### src/rtl/core/utd_pkg.sv
// Shared types and constants for the UTF-8 to UTF-16 decoder.
package utd_pkg;

    // Byte class masks.
    localparam logic [7:0] LEAD3_MASK = 8'hE0;
    localparam logic [7:0] LEAD2_MASK = 8'hC0;
    localparam logic [7:0] CONT_MASK  = 8'h80;

    // Payload masks for the parts of a sequence.
    localparam logic [7:0] CONT_BITS  = 8'h3F;
    localparam logic [7:0] LEAD3_BITS = 8'h0F;
    localparam logic [7:0] LEAD2_BITS = 8'h1F;

    // Replacement character '?'.
    localparam logic [15:0] REPL_UNIT = 16'd63;

    // Most results that one input byte can cause.
    localparam int MAX_RES = 3;

    // Stream widths: tdata is padded to whole bytes.
    localparam int IN_TDATA_W  = 8;
    localparam int OUT_TDATA_W = 24;

    // Error kinds reported beside each code unit.
    typedef enum logic [1:0] {
        ERR_NONE     = 2'd0,
        ERR_TRUNC    = 2'd1,
        ERR_BAD_CONT = 2'd2,
        ERR_STRAY    = 2'd3
    } t_err_kind;

    // Bytes of an incomplete sequence carried between input beats.
    typedef struct packed {
        logic [7:0] lead;
        logic [7:0] held;
        logic [1:0] pend;
    } t_dec_state;

    // Everything one input byte produces.
    typedef struct packed {
        logic [MAX_RES-1:0][15:0] unit;
        logic [MAX_RES-1:0][1:0]  kind;
        logic [MAX_RES-1:0]       last;
        logic [MAX_RES-1:0]       done;
        logic [1:0]               cnt;
        logic                     halt;
        t_dec_state               nxt;
    } t_dec_out;

endpackage

### src/rtl/core/utf8_to_utf16_decoder_core.sv
// UTF-8 to UTF-16 decoder top level: input register, decode state and result register.
// Each byte passes from the input register through the combinational decode into the
// result register, which offers its first code unit. Throughput: one byte per cycle
// while each byte yields at most one code unit and the output is ready; a byte that
// yields two or three units holds the next byte until its last unit is taken.
// Reset (synchronous, active low) clears held bytes, the halt flag and error_mode.
module utf8_to_utf16_decoder_core (
    input  logic i_clk,
    input  logic i_rst_n,
    // Configuration write: error_mode [0]
    input  logic i_cfg_valid,
    output logic o_cfg_ready,
    input  logic i_cfg_data,
    // Input stream; tdata: in_byte [7:0]; tlast: end_of_text
    input  logic                              i_s_axis_tvalid,
    output logic                              o_s_axis_tready,
    input  logic [utd_pkg::IN_TDATA_W-1:0]    i_s_axis_tdata,
    input  logic                              i_s_axis_tlast,
    // Output stream; tdata: code_unit [15:0], error_kind [17:16], zero pad [23:18]
    output logic                              o_m_axis_tvalid,
    input  logic                              i_m_axis_tready,
    output logic [utd_pkg::OUT_TDATA_W-1:0]   o_m_axis_tdata,
    // tlast: last_of_run; tuser: string_done [0]
    output logic                              o_m_axis_tlast,
    output logic                              o_m_axis_tuser
);
    import utd_pkg::*;

    logic       r_in_vld;
    logic [7:0] r_in_byte;
    logic       r_in_end;
    logic       r_mode;
    logic       r_halted;
    t_dec_state r_state;
    t_dec_out   dec;
    logic       buf_free;
    logic       consume;
    logic       load;

    // Configuration is always accepted.
    assign o_cfg_ready = 1'b1;

    // A byte leaves the input register when its results fit, or is dropped when halted.
    assign load            = r_in_vld && buf_free && !r_halted;
    assign consume         = r_in_vld && (buf_free || r_halted);
    assign o_s_axis_tready = !r_in_vld || consume;

    // Input register.
    always_ff @(posedge i_clk) begin
        if (!i_rst_n) begin
            r_in_vld <= 1'b0;
        end else if (o_s_axis_tready) begin
            r_in_vld <= i_s_axis_tvalid;
        end
    end

    always_ff @(posedge i_clk) begin
        if (o_s_axis_tready) begin
            r_in_byte <= i_s_axis_tdata;
            r_in_end  <= i_s_axis_tlast;
        end
    end

    // Mode register and decode state.
    always_ff @(posedge i_clk) begin
        if (!i_rst_n) begin
            r_mode   <= 1'b0;
            r_halted <= 1'b0;
            r_state  <= '0;
        end else begin
            if (i_cfg_valid) begin
                r_mode <= i_cfg_data;
            end
            if (load) begin
                r_state  <= dec.nxt;
                r_halted <= dec.halt;
            end
        end
    end

    utd_decode u_decode (
        .i_state (r_state),
        .i_byte  (r_in_byte),
        .i_end   (r_in_end),
        .i_mode  (r_mode),
        .o_res   (dec)
    );

    utd_res_buf u_res_buf (
        .i_clk           (i_clk),
        .i_rst_n         (i_rst_n),
        .i_load          (load),
        .i_res           (dec),
        .o_free          (buf_free),
        .o_m_axis_tvalid (o_m_axis_tvalid),
        .i_m_axis_tready (i_m_axis_tready),
        .o_m_axis_tdata  (o_m_axis_tdata),
        .o_m_axis_tlast  (o_m_axis_tlast),
        .o_m_axis_tuser  (o_m_axis_tuser)
    );

endmodule

### src/rtl/core/utd_decode.sv
// Combinational decode of the held bytes plus one new byte into up to three code units.
module utd_decode (
    input  utd_pkg::t_dec_state i_state,
    input  logic [7:0]          i_byte,
    input  logic                i_end,
    input  logic                i_mode,
    output utd_pkg::t_dec_out   o_res
);
    import utd_pkg::*;

    // Byte at a position of the work buffer, zero past its end.
    function automatic logic [7:0] byte_at(input logic [2:0][7:0] bytes, input logic [2:0] idx);
        logic [7:0] v;
        v = 8'd0;
        if (idx < 3'd3) begin
            v = bytes[idx[1:0]];
        end
        return v;
    endfunction

    logic [2:0][7:0] bytes;
    logic [1:0]      n;
    logic [2:0]      p;
    logic [1:0]      cnt;
    logic            stop;
    logic [7:0]      b;
    logic [7:0]      b1;
    logic [7:0]      b2;
    logic [2:0]      need;
    logic [2:0]      avail;
    logic            bad;
    logic            fail;
    t_err_kind       err;

    always_comb begin
        o_res = '0;
        bytes = '0;
        n     = 2'd0;
        p     = 3'd0;
        cnt   = 2'd0;
        stop  = 1'b0;
        b     = 8'd0;
        b1    = 8'd0;
        b2    = 8'd0;
        need  = 3'd0;
        avail = 3'd0;
        bad   = 1'b0;
        fail  = 1'b0;
        err   = ERR_NONE;

        // Gather held bytes ahead of the new one.
        if (i_state.pend >= 2'd1) begin
            bytes[0] = i_state.lead;
            n        = 2'd1;
        end
        if (i_state.pend >= 2'd2) begin
            bytes[1] = i_state.held;
            n        = 2'd2;
        end
        bytes[n] = i_byte;
        n        = n + 2'd1;

        // Each pass resolves at least one byte, so three passes cover the buffer.
        for (int i = 0; i < MAX_RES; i++) begin
            if (!stop && p < {1'b0, n}) begin
                b     = byte_at(bytes, p);
                b1    = byte_at(bytes, p + 3'd1);
                b2    = byte_at(bytes, p + 3'd2);
                avail = {1'b0, n} - p;
                fail  = 1'b0;
                err   = ERR_NONE;

                if ((b & LEAD3_MASK) == LEAD3_MASK) begin
                    need = 3'd3;
                end else if ((b & LEAD2_MASK) == LEAD2_MASK) begin
                    need = 3'd2;
                end else if ((b & CONT_MASK) == 8'd0) begin
                    need = 3'd1;
                end else begin
                    need = 3'd0;
                end

                // A present follower without its top bit breaks the sequence.
                bad = (avail > 3'd1 && (b1 & CONT_MASK) == 8'd0)
                    || (need == 3'd3 && avail > 3'd2 && (b2 & CONT_MASK) == 8'd0);

                if (need == 3'd1) begin
                    o_res.unit[cnt] = {8'd0, b};
                    o_res.kind[cnt] = ERR_NONE;
                    cnt             = cnt + 2'd1;
                    p               = p + 3'd1;
                end else if (need == 3'd0) begin
                    fail = 1'b1;
                    err  = ERR_STRAY;
                end else if (avail < need) begin
                    if (i_end) begin
                        fail = 1'b1;
                        err  = ERR_TRUNC;
                    end else if (bad) begin
                        fail = 1'b1;
                        err  = ERR_BAD_CONT;
                    end else begin
                        // Sequence not complete yet: keep it for the next beat.
                        o_res.nxt.lead = b;
                        o_res.nxt.held = (avail == 3'd2) ? b1 : 8'd0;
                        o_res.nxt.pend = avail[1:0];
                        stop           = 1'b1;
                    end
                end else if (bad) begin
                    fail = 1'b1;
                    err  = ERR_BAD_CONT;
                end else begin
                    if (need == 3'd3) begin
                        o_res.unit[cnt] = {(b[3:0] & LEAD3_BITS[3:0]),
                                           (b1[5:0] & CONT_BITS[5:0]),
                                           (b2[5:0] & CONT_BITS[5:0])};
                    end else begin
                        o_res.unit[cnt] = {2'd0, (b & LEAD2_BITS), 6'd0}
                                        | {8'd0, (b1 & CONT_BITS)};
                    end
                    o_res.kind[cnt] = ERR_NONE;
                    cnt             = cnt + 2'd1;
                    p               = p + need;
                end

                // Failed lead: replace it and restart at the byte after it, or halt in error mode.
                if (fail) begin
                    o_res.unit[cnt] = REPL_UNIT;
                    o_res.kind[cnt] = err;
                    cnt             = cnt + 2'd1;
                    p               = p + 3'd1;
                    if (i_mode) begin
                        o_res.halt = 1'b1;
                        stop       = 1'b1;
                    end
                end
            end
        end

        // Halting drops anything still held.
        if (o_res.halt) begin
            o_res.nxt = '0;
        end

        // Mark the final result of this byte and, where it applies, of the string.
        o_res.cnt = cnt;
        if (cnt != 2'd0) begin
            o_res.last[cnt - 2'd1] = 1'b1;
            o_res.done[cnt - 2'd1] = i_end || o_res.halt;
        end
    end

endmodule

### src/rtl/core/utd_res_buf.sv
// Result register holding up to three code units, drained one beat at a time.
module utd_res_buf (
    input  logic                i_clk,
    input  logic                i_rst_n,
    input  logic                i_load,
    input  utd_pkg::t_dec_out   i_res,
    output logic                o_free,
    output logic                o_m_axis_tvalid,
    input  logic                i_m_axis_tready,
    // tdata: code_unit [15:0], error_kind [17:16], zero pad [23:18]
    output logic [utd_pkg::OUT_TDATA_W-1:0] o_m_axis_tdata,
    output logic                o_m_axis_tlast,
    // tuser: string_done [0]
    output logic                o_m_axis_tuser
);
    import utd_pkg::*;

    logic [MAX_RES-1:0][15:0] r_unit, n_unit;
    logic [MAX_RES-1:0][1:0]  r_kind, n_kind;
    logic [MAX_RES-1:0]       r_last, n_last;
    logic [MAX_RES-1:0]       r_done, n_done;
    logic [1:0]               r_cnt, n_cnt;
    logic                     beat;

    assign beat   = (r_cnt != 2'd0) && i_m_axis_tready;
    assign o_free = (r_cnt == 2'd0) || (r_cnt == 2'd1 && beat);

    // Load a fresh set of results, or shift the next one to the head after a beat.
    always_comb begin
        n_unit = r_unit;
        n_kind = r_kind;
        n_last = r_last;
        n_done = r_done;
        n_cnt  = r_cnt;
        if (i_load) begin
            n_unit = i_res.unit;
            n_kind = i_res.kind;
            n_last = i_res.last;
            n_done = i_res.done;
            n_cnt  = i_res.cnt;
        end else if (beat) begin
            for (int i = 0; i < MAX_RES - 1; i++) begin
                n_unit[i] = r_unit[i + 1];
                n_kind[i] = r_kind[i + 1];
                n_last[i] = r_last[i + 1];
                n_done[i] = r_done[i + 1];
            end
            n_cnt = r_cnt - 2'd1;
        end
    end

    // Count is control state; the entries are payload.
    always_ff @(posedge i_clk) begin
        if (!i_rst_n) begin
            r_cnt <= 2'd0;
        end else begin
            r_cnt <= n_cnt;
        end
    end

    always_ff @(posedge i_clk) begin
        r_unit <= n_unit;
        r_kind <= n_kind;
        r_last <= n_last;
        r_done <= n_done;
    end

    // The head entry drives the output stream.
    assign o_m_axis_tvalid = (r_cnt != 2'd0);
    assign o_m_axis_tdata  = {{(OUT_TDATA_W - 18){1'b0}}, r_kind[0], r_unit[0]};
    assign o_m_axis_tlast  = r_last[0];
    assign o_m_axis_tuser  = r_done[0];

endmodule
### config.mk
export PLATFORM = sky130hd
export DESIGN_NAME = utf8_to_utf16_decoder_core
export DESIGN_NICKNAME = d
export VERILOG_FILES = /design/src/rtl/core/utd_pkg.sv /design/src/rtl/core/utf8_to_utf16_decoder_core.sv /design/src/rtl/core/utd_decode.sv /design/src/rtl/core/utd_res_buf.sv
export SDC_FILE = /design/constraint.sdc
export NUM_CORES = 1
export LEC_CHECK = 0
export BUFFER_PORTS_ARGS = -buffer_cell sky130_fd_sc_hd__buf_2
export CORE_MARGIN = 2
export CORE_UTILIZATION = 40
export CTS_CLUSTER_SIZE = 20
export DETAILED_ROUTE_END_ITERATION = 12
export HOLD_SLACK_MARGIN = 0.08
export SETUP_SLACK_MARGIN = 0.5
export SYNTH_ARGS = -nofsm -noshare
export SYNTH_HDL_FRONTEND = slang
export SYNTH_SLANG_ARGS = --single-unit
export TNS_END_PERCENT = 10
### constraint.sdc
create_clock -name i_clk -period 9.4 [get_ports i_clk]
set_input_delay 1.88 -clock i_clk [delete_from_list [all_inputs] [get_ports i_clk]]
set_output_delay 1.88 -clock i_clk [all_outputs]
set_load 0.01 [all_outputs]
; ---- Word level (Yosys, flattened, before mapping)
; Cells that the tools add are included.
[totals]
out_inout_bits = 29
elab_cells = 387
regBits = 92
input_bits = 15
[classes]
bitwise_logic = 17
order_cmp = 40
reduce_logical = 50
addsub = 17
mux = 228
n_eq_ne = 16
[op_table]
columns = cell, count
row1 = $mux 54, 16
row2 = $bwmux 48, 6
row3 = $mux 18, 16
row4 = $mux 8, 27
row5 = $mux 16, 11
row6 = $demux 16 s2, 5
row7 = $mux 2, 51
row8 = $bmux 8 s2, 6
row9 = $mux 48, 2
row10 = $not 30->30, 3
row11 = $logic_not 8->1, 9
row12 = $mux 3, 23
row13 = $mux 32, 2
row14 = $and 30x30->30, 2
row15 = $mux 19, 3
row16 = $mux 1, 46
row17 = $lt 2x3->1 const B, 13
row18 = $or 18x18->18, 2
row19 = $or 11x6->11, 3
row20 = $and 10x30->30, 1
row21 = $bwmux 24, 1
row22 = $logic_and 1x1->1, 23
row23 = $demux 2 s2, 5
row24 = $bwmux 6, 3
row25 = other kinds (35), 89

; ---- Longest topological paths before layout
; Gate-level depths: netlist of run 1.
[logic_depth]
ltp_word = 76
ltp_mapped = 58
depth_no_buf = 49

; ---- Hierarchy
; From an unflattened synthesis of run 1, not the netlist that was laid out.
[hier_totals]
hier_cells = 1356
hier_area_um2 = 10801.6
[by_module_without_submodules]
columns = module, cells_each, seq_area_each_um2, n_inst, area_each_um2
row1 = utd_decode, 1107, 0.0, 1, 6861.6
row2 = utd_res_buf, 149, 1841.8, 1, 2816.5
row3 = utf8_to_utf16_decoder_core, 100, 690.7, 1, 1123.6

; ---- Worst setup path before layout of run 1
; Ideal clock, no wire load.
[synth_path]
kind = reg-to-reg
start = register r_state[0] (netlist bit)
end = register u_res_buf.r_unit[28] (netlist bit), data pin
setup_ns = 0.256
path_stages_with_launch = 56
required_ns = 9.144
n_path_buf = 9
slack_ns = -0.953
arrival_ns = 10.097
period_less_slack_ns = 10.353
path_cell_list = dfxtp_1 > o211a_1 > a31o_2 > buf_2 > inv_1 > ha_1 > inv_1 > o221ai_2 > nand3_4 > inv_2 > buf_6 > ha_1 > o311a_4 > nor2_1 > buf_2 > inv_1 > clkbuf_1 > ha_1 > (+20 left out) > and4_1 > o22a_2 > inv_2 > buf_4 > ha_1 > nand2_1 > or4_1 > and3_4 > nor3_2 > a21oi_2 > a21oi_1 > ha_1 > inv_1 > a311o_1 > o21a_1 > nand2b_1 > buf_6 > a41o_1
[synth_lines]
columns = element, line_no
row1 = "start, declared", utf8_to_utf16_decoder_core.sv:34  ; t_dec_state r_state;
row2 = "start signal, assigned", utf8_to_utf16_decoder_core.sv:75  ; r_state <= dec.nxt;
row3 = "end signal, assigned", utd_res_buf.sv:62  ; r_unit <= n_unit;
row4 = "end, declared", utd_res_buf.sv:18  ; logic [MAX_RES-1:0][15:0] r_unit, n_unit;

==> results of run 1 <==
==> per-stage QoR <==
| stage | hold slack [ns] | instances |
|---|---|---|
| floorplan | 0.4410 | 1286 |
| global placement | 0.4516 | 1584 |
| detailed placement | 0.4596 | 1584 |
| CTS | 0.4772 | 1609 |
| global route | 0.5053 | 1634 |
| finish | 0.4742 | 1634 |
==> registers in the layout, indices dropped and copies added (netlist names), 2 cells and up <==
register	flops
u_res_buf.r_unit	32
r_state	18
u_res_buf.o_m_axis_tdata	18
r_in_byte	8
u_res_buf.r_kind	4
u_res_buf.r_done	3
u_res_buf.r_last	3
u_res_buf.r_cnt	2
==> logic make-up after synthesis <==
group,Yosys count,synth area share
AOI/OAI and AO/OA,523,0.3672
xor gates and xnor gates,9,0.008651
adders and majority gates,34,0.04488
buffers and inverters,165,0.07985
DFF,92,0.2537
muxes,30,0.03197
other,2,0.0007524
and+or+nand+nor,426,0.2130
==> final timing paths <==
check	from	end	slack, ns
worst max-delay path	r_state[1]	u_res_buf.r_unit[28]	0.61
worst min-delay path	r_halted	r_halted	0.47
worst max register to register	r_state[1]	u_res_buf.r_unit[28]	0.61
worst min register to register	r_halted	r_halted	0.47
==> worst reg2reg max path: cells and delay by family (launching register included) <==
family,cells,cell delay [ns]
compound gates,20,3.93
fa+ha+maj,8,1.64
buf+inv,6,0.50
flops,1,0.37
simple gates,13,2.08
==> layer usage <==
metal / wire length [µm] / vias up / GRT usage
met4: 1806 / 2 / 0.1102
li1: - / 4923 / -
met2: 17510 / 727 / 0.4683
met5: 14 / - / 0
met3: 4129 / 131 / 0.04648
met1: 17480 / 5121 / 0.4338
==> area by class of cell <==
cell class	instances	area, µm²	share of cell area
Sequential cell	92	2542	0.2253
Clock buffer	9	225.2	0.01996
Clock inverter	7	67.56	0.005987
Inverter	46	195.2	0.01729
Multi-Input combinational cell	1029	6975	0.6181
Tap cell	324	405.4	0.03592
Timing Repair Buffer	127	874.6	0.07749
==> cell usage in the layout, fill, tap and decap left out, drive strengths merged, types with 16 or more instances in the layout <==
cell / count
a211oi: 24
nor2: 94
a31oi: 26
nor3: 38
buf: 127
and2: 23
a22o: 16
o21ai: 120
inv: 47
dfxtp: 23
nand2: 127
edfxtp: 69
o211ai: 17
mux2i: 21
o22ai: 31
nand3: 55
ha: 31
a22oi: 18
a21oi: 116
==> cells in the mapped netlist (16+ instances only) <==
cell type | instances | area (µm²)
a31oi_1 | 24 | 150.1
o211ai_1 | 17 | 127.6
o22ai_1 | 31 | 193.9
edfxtp_1 | 69 | 2072
and2_1 | 22 | 137.6
mux2i_1 | 20 | 200.2
nand2_1 | 127 | 476.7
a22oi_1 | 17 | 127.6
clkbuf_1 | 64 | 240.2
nor3_1 | 32 | 160.2
a211oi_1 | 22 | 165.2
buf_4 | 33 | 247.7
a22o_1 | 16 | 140.1
a21oi_1 | 111 | 555.5
nand3_1 | 52 | 260.3
dfxtp_1 | 23 | 460.4
inv_1 | 37 | 138.9
ha_1 | 31 | 387.9
nor2_1 | 91 | 341.6
o21ai_0 | 107 | 535.5
==> timing repair <==
action | CTS | global route
hold buffers | 0 | 0
resized for setup | 7 | 31
endpoints found under the setup margin | 59 | 70
buffers inserted | 9 | 25
pin swaps | 8 | 36
==> impl_metrics.ini, run 1 <==
[timing]
rsz0062_at_grt = yes
tns_ns = 0
max_slew_margin = 0.2524
max_freq_mhz = 113.7
setup_slack_ns = 0.6067
period_minus_slack_ns = 8.793
setup_violations = 0
finClkSkew_ns = 0.009078
hold_viol_final = 0
fin_crit_sh = 0.9355
worst_slew_pin_slew_ns = 1.111
slew_violations = 0

[routing]
first_pass_iters = 6
ant_nets = 0
via_per_inst = 6.673
wl_per_cell_um = 25.06
drt_iter0_markers = 1421
wl_mm = 40.94
drc = 0
via_count = 10900

[placement]
placed_area_mm2 = 0.01060
gp_congestion = 1.040
port_buffers = 36
pre_cts_slack_ns = 0.1295
hpwl_mm = 30.97

[critical_path]
critPathSlowestCell = dfxtp_4
end_kind = register
cp_common_cell = ha_4
r2r_cells = 47
critPathArrivalTime_ns = 8.90
worst-path-buf-inv = 6
cp.depth = 47
cp_slowest_stage_delay_ns = 0.37
path_delay_family = compound AO/OA/AOI/OAI gates
cp-start-kind = register
cp.required_ns = 9.51
path_max_fanout = 8
path_class = register to register

[global_route]
grt_pass1_wl_mm = 61.82
track_usage = 0.3048
grt_pass1_vias = 9884
overflow = 0
antenna_found_initial = 1
grt_max_degree = 67

[clocking]
cts_tree = done
cts_htree_levels = 3
numCtsBuffers = 9
clk_pin_slew_worst_paths_ns = 0.07
clock_latency_ns = 0.36
clockBufferDepth = 2
cts-root-buf = clkbuf_16
clkSinkCount = 92

[job]
drv_cap = 0

[die]
ioPinCount = 44
dieArea_mm2 = 0.02623
die_w_um = 162.0
core_area_mm2 = 0.02439
initial_core_util = 0.4092
fp-row-count = 57
die_h_um = 162.0

[synthesis]
synth_edf_count = 69
synth-seq-area-share = 0.2537
ys_types = 115
yosysWarningCount = 0
syn_inst = 1281
ys_ff_latch = 92
syn_area_mm2 = 0.009981
syn_area_per_cell_um2 = 7.791
synthArstFlopShare = 0
synth_ff_type = edfxtp_1

[run_status]
status = finished, final reports clean

[cells_and_area]
n_fill_cell = 2457
post-route-util = 0.4627
final_area_mm2 = 0.01129
final_layout_size_suffix_gt1_frac = 0.2084
antenna_cells = 0
final_net_count = 1354
syn2layout_area_growth_pct = 13.07

[hold_path]
hold_depth = 1
min_path_type = register to register
Power of run 1 is not shown: default switching activity piles up to over one toggle a cycle in this logic, so the estimate is an artifact.
==> run 2, diff against run 1 <==
==> constraint.sdc (replaced) <==
create_clock -name i_clk -period 7.1 [get_ports i_clk]
set_input_delay 1.42 -clock i_clk [delete_from_list [all_inputs] [get_ports i_clk]]
set_output_delay 1.42 -clock i_clk [all_outputs]
set_load 0.01 [all_outputs]
==> run 2 against run 1 <==
  * Setup slack got worse by 1.8 ns
  * The flow now finishes with violations (negative setup slack)
  * Core utilization is 6.9 points higher
  * Critical endpoint is now u_res_buf.r_unit[27]
  * Sequential cell count stayed put
  * Highest routed layer is now met4
  * Critical path depth is 2 lower
==> impl_metrics.ini, run 2 (synthesis gave the netlist of run 1 again) <==
[timing]
hold_viol_final = 0
max_slew_margin = 0.3414
setup_slack_ns = -1.237
max_freq_mhz = 119.9
finClkSkew_ns = 0.007151
setup_violations = 81
period_minus_slack_ns = 8.337
worst_slew_pin_slew_ns = 0.9604
rsz0062_at_grt = yes
tns_ns = -71.73
fin_crit_sh = 1.174
slew_violations = 0

[hold_path]
hold_depth = 1
min_from = r_halted
whs_endpoint = r_halted
min_path_type = register to register

[critical_path]
path_delay_family = compound AO/OA/AOI/OAI gates
cp_slowest_stage_delay_ns = 0.41
path_max_fanout = 8
end_kind = register
r2r-end = u_res_buf.r_unit[27]
ff2ff_setup_slack_ns = -1.24
cp_common_cell = ha_4
cp.depth = 45
r2r-start = r_state[1]
r2r_cells = 45
critPathArrivalTime_ns = 8.46
cp-start-kind = register
worst-path-buf-inv = 5
cp.required_ns = 7.22
critPathSlowestCell = or4_4
path_class = register to register

[die]
die_h_um = 162.0
dieArea_mm2 = 0.02623
core_area_mm2 = 0.02439
fp-row-count = 57
ioPinCount = 44
die_w_um = 162.0
initial_core_util = 0.4092

[clocking]
numCtsBuffers = 9
clock_latency_ns = 0.36
cts_htree_levels = 3
clkSinkCount = 92
cts-root-buf = clkbuf_16
clk_pin_slew_worst_paths_ns = 0.07
cts_tree = done
clockBufferDepth = 2
ctsHoldBuffers = 0

[routing]
drc = 0
wl_per_cell_um = 23.88
drt_iter0_markers = 1564
via_count = 11640
first_pass_iters = 6
wl_mm = 43.77
via_per_inst = 6.348
ant_nets = 0

[global_route]
track_usage = 0.3281
antenna_found_initial = 0
grt_max_degree = 49
overflow = 0
grt_pass1_wl_mm = 65.63
grt_pass1_vias = 11000

[cells_and_area]
post-route-util = 0.5320
largest_reg_flops = 32
final_area_mm2 = 0.01297
instances_no_fill = 1833
final_layout_size_suffix_gt1_frac = 0.3340
regMostFlops = u_res_buf.r_unit
n_fill_cell = 2397
layout_common_cells = 282 x buf_4, 121 x nand2_1, 105 x a21oi_1
layout_commonest_cell = buf_4
antenna_cells = 0
final_net_count = 1553
syn2layout_area_growth_pct = 30.00

[run_status]
status = finished, violations left
violations = negative setup slack

[placement]
hpwl_mm = 33.76
placed_area_mm2 = 0.01211
gp_congestion = 1.066
dp.cells = 1784
port_buffers = 36

[job]
drv_cap = 0
-- run 2: cell count changes in the layout (fill, tap and decap cells not counted), sizes merged --
cell	before	now
buf	127	326
inv	47	49
clkinvlp	1	0
clkinv	5	4
-- run 2: how the worst max path moves through the flow --
stage / to / start / slack (ns)
after detailed placement: u_res_buf.r_unit[23] / r_state[1] / -1.38
after CTS: u_res_buf.r_unit[28] / r_state[0] / -1.14
final: u_res_buf.r_unit[27] / r_state[1] / -1.24
after global placement: u_res_buf.r_unit[18] / r_state[1] / -1.16
after global routing: u_res_buf.r_unit[28] / r_state[1] / -1.62
after floorplan: u_res_buf.r_unit[28] / r_state[0] / -2.18
-- run 2: worst register-to-register path: cells and delay by family, from the launching register on --
kind	cells	cell delay (ns)
simple gates	15	2.62
buf+inv	5	0.25
flops	1	0.36
xor+xnor	1	0.21
fa+ha+maj	8	1.74
compound gates	16	2.90
-- run 2: area by class of cell --
cell class / count / area (µm²) / area share
sequential: 92 / 2542 / 0.1960
multi-input combinational: 1029 / 7152 / 0.5512
clock buffer: 9 / 225.2 / 0.01736
timing repair buffer: 326 / 2396 / 0.1847
tap: 324 / 405.4 / 0.03124
inverter: 46 / 187.7 / 0.01446
clock inverter: 7 / 66.31 / 0.005111
-- run 2: per-layer routing --
metal / GRT usage / up-vias / wire (µm)
li1: - / 5324 / -
met1: 0.4366 / 5460 / 17830
met2: 0.5219 / 728 / 19480
met3: 0.07482 / 123 / 4643
met4: 0.1199 / 0 / 1817
met5: 0 / - / 0
-- run 2: stage by stage --
stage | hold slack [ns] | setup slack [ns]
after floorplan | 0.4410 | -2.181
after CTS | 0.4942 | -1.141
after global routing | 0.5209 | -1.620
after global placement | 0.4535 | -1.155
final | 0.4886 | -1.237
after detailed placement | 0.4819 | -1.381
-- run 2: timing repair --
item / CTS / global route
cloned: 0 / 0
pin swaps: 48 / 38
buffers inserted: 25 / 8
gates resized for setup: 71 / 11
setup endpoints to repair: 81 / 81
Power of run 2 is left out for the same reason.
==> run 3, diff against run 2 <==
--- a/config.mk
+++ b/config.mk
@@ -7,10 +7,11 @@
 export LEC_CHECK = 0
 export BUFFER_PORTS_ARGS = -buffer_cell sky130_fd_sc_hd__buf_2
 export CORE_MARGIN = 2
-export CORE_UTILIZATION = 40
+export CORE_UTILIZATION = 53
 export CTS_CLUSTER_SIZE = 20
 export DETAILED_ROUTE_END_ITERATION = 12
 export HOLD_SLACK_MARGIN = 0.08
+export PLACE_DENSITY = 0.7
 export SETUP_SLACK_MARGIN = 0.5
 export SYNTH_ARGS = -nofsm -noshare
 export SYNTH_HDL_FRONTEND = slang
==> constraint.sdc (replaced) <==
create_clock -name i_clk -period 8.65 [get_ports i_clk]
set_input_delay 1.73 -clock i_clk [delete_from_list [all_inputs] [get_ports i_clk]]
set_output_delay 1.73 -clock i_clk [all_outputs]
set_load 0.01 [all_outputs]
==> run 3 against run 2 <==
  * The run now ends clean
  * Register-to-register slack improved by 1.6 ns
  * First-iteration DRC count shrank 2.9%
  * Clock-buffer cell count unchanged
  * Highest routed layer unchanged
  * Maximum frequency increased by 0.13%
  * Routed wire length shrank 4.3%
  * Sequential share of layout area is 2.4 points higher
  * Core utilization rose by 9.1 points
  * Die area decreased by 24%
==> impl_metrics.ini, run 3 (synthesis gave the netlist of run 1 again) <==
[cells_and_area]
final_layout_size_suffix_gt1_frac = 0.2396
syn2layout_area_growth_pct = 15.96
largest_reg_flops = 32
final_net_count = 1392
regArea_mm2 = 0.002542
layout_commonest_cell = buf_4
antenna_cells = 0
regMostFlops = u_res_buf.r_unit
multi_input_area_mm2 = 0.007091
layout_common_cells = 125 x buf_4, 122 x nand2_1, 107 x a21oi_1
n_fill_cell = 1669

[clocking]
cts_htree_levels = 3
cts_tree = done
cts-root-buf = clkbuf_16
clockBufferDepth = 2
clkSinkCount = 92
numCtsBuffers = 9
clk_pin_slew_worst_paths_ns = 0.07
ctsHoldBuffers = 0
clock_latency_ns = 0.36

[global_route]
grt.met1_usage = 0.5537
grt_use_met2 = 0.6479
busiest_layer = met2
antenna_found_initial = 0
grt_pass1_wl_mm = 62.93
grt_max_degree = 84
overflow = 0
grt_pass1_vias = 10190
track_usage = 0.4154
met3_usage = 0.09443

[timing]
max_slew_margin = 0.1834
finClkSkew_ns = 0.01180
slew_violations = 0
worst_slew_pin_slew_ns = 1.214
max_freq_mhz = 120.1
rsz0062_at_grt = yes
hold_viol_final = 0
fin_crit_sh = 0.9625
timing.hold.ws_ns = 0.4778
setup_violations = 0
period_minus_slack_ns = 8.326

[placement]
gp_congestion = 1.050
port_buffers = 36
hpwl_mm = 31.40

[die]
dieArea_mm2 = 0.01995
core_area_mm2 = 0.01858
ioPinCount = 44
fp-row-count = 50
initial_core_util = 0.5372
die_h_um = 141.2
die_w_um = 141.2

[hold_path]
min_path_type = register to register

[routing]
drc = 0
via_per_inst = 7.020
via_count = 11110
wl_mm = 41.88
wl_per_cell_um = 26.47
first_pass_iters = 6
ant_nets = 0
drt_iter0_markers = 1518

[job]
drv_cap = 0

[critical_path]
end_kind = register
path_class = register to register
critPathArrivalTime_ns = 8.44
cp_slowest_stage_delay_ns = 0.41
cp.required_ns = 8.76
cp-start-kind = register
path_max_fanout = 8
critPathSlowestCell = or3_4

[run_status]
status = finished, final reports clean
run 3: cell type report:
type | instances | area share
timing repair buffer | 165 | 0.1009
clock buffer | 9 | 0.01946
sequential | 92 | 0.2197
clock inverter | 7 | 0.005838
multi-input combinational | 1029 | 0.6126
tap | 234 | 0.02530
inverter | 46 | 0.01622
run 3: worst max-delay path: cells and delay by family (launching register included):
kind	cells	cell delay, ns
AOI/OAI and AO/OA	18	3.57
buffers and inverters	8	0.68
and+or+nand+nor	12	1.88
DFF	1	0.36
adders and majority gates	7	1.59
run 3: routing by layer:
layer | up-vias | share of wire
li1 | 5002 | -
met1 | 5195 | 0.39
met2 | 778 | 0.44
met3 | 131 | 0.12
met4 | 0 | 0.049
met5 | - | 0
run 3: through the flow:
stage          setup slack (ns)  setup TNS [ns]    util  cell area (µm²)  instances
3_5_place_dp           -0.09527          -1.038  0.5800            10780       1533
5_1_grt                -0.01353        -0.04454  0.6229            11570       1582
3_3_place_gp             0.1198               0  0.5800            10780       1533
4_1_cts                  0.3428               0  0.6151            11430       1574
6_report                 0.3240               0  0.6229            11570       1582
2_1_floorplan           -0.6308          -17.43       -            10230       1286
run 3: repair_timing:
item,in CTS,in global routing
endpoints found under the hold margin,0,0
buffers inserted,25,8
setup endpoints to repair,70,73
resized for setup,40,17
pin swaps,40,11
run 3: worst paths after layout:
check | start | end | slack [ns] | depth (start not counted)
hold / removal | r_halted | r_halted | 0.48 | 1
hold reg to reg | r_halted | r_halted | 0.48 | 1
setup reg to reg | r_state[0] | u_res_buf.r_unit[31] | 0.32 | 45
setup / recovery | r_state[0] | u_res_buf.r_unit[31] | 0.32 | 45
Power of run 3 is left out for the same reason.
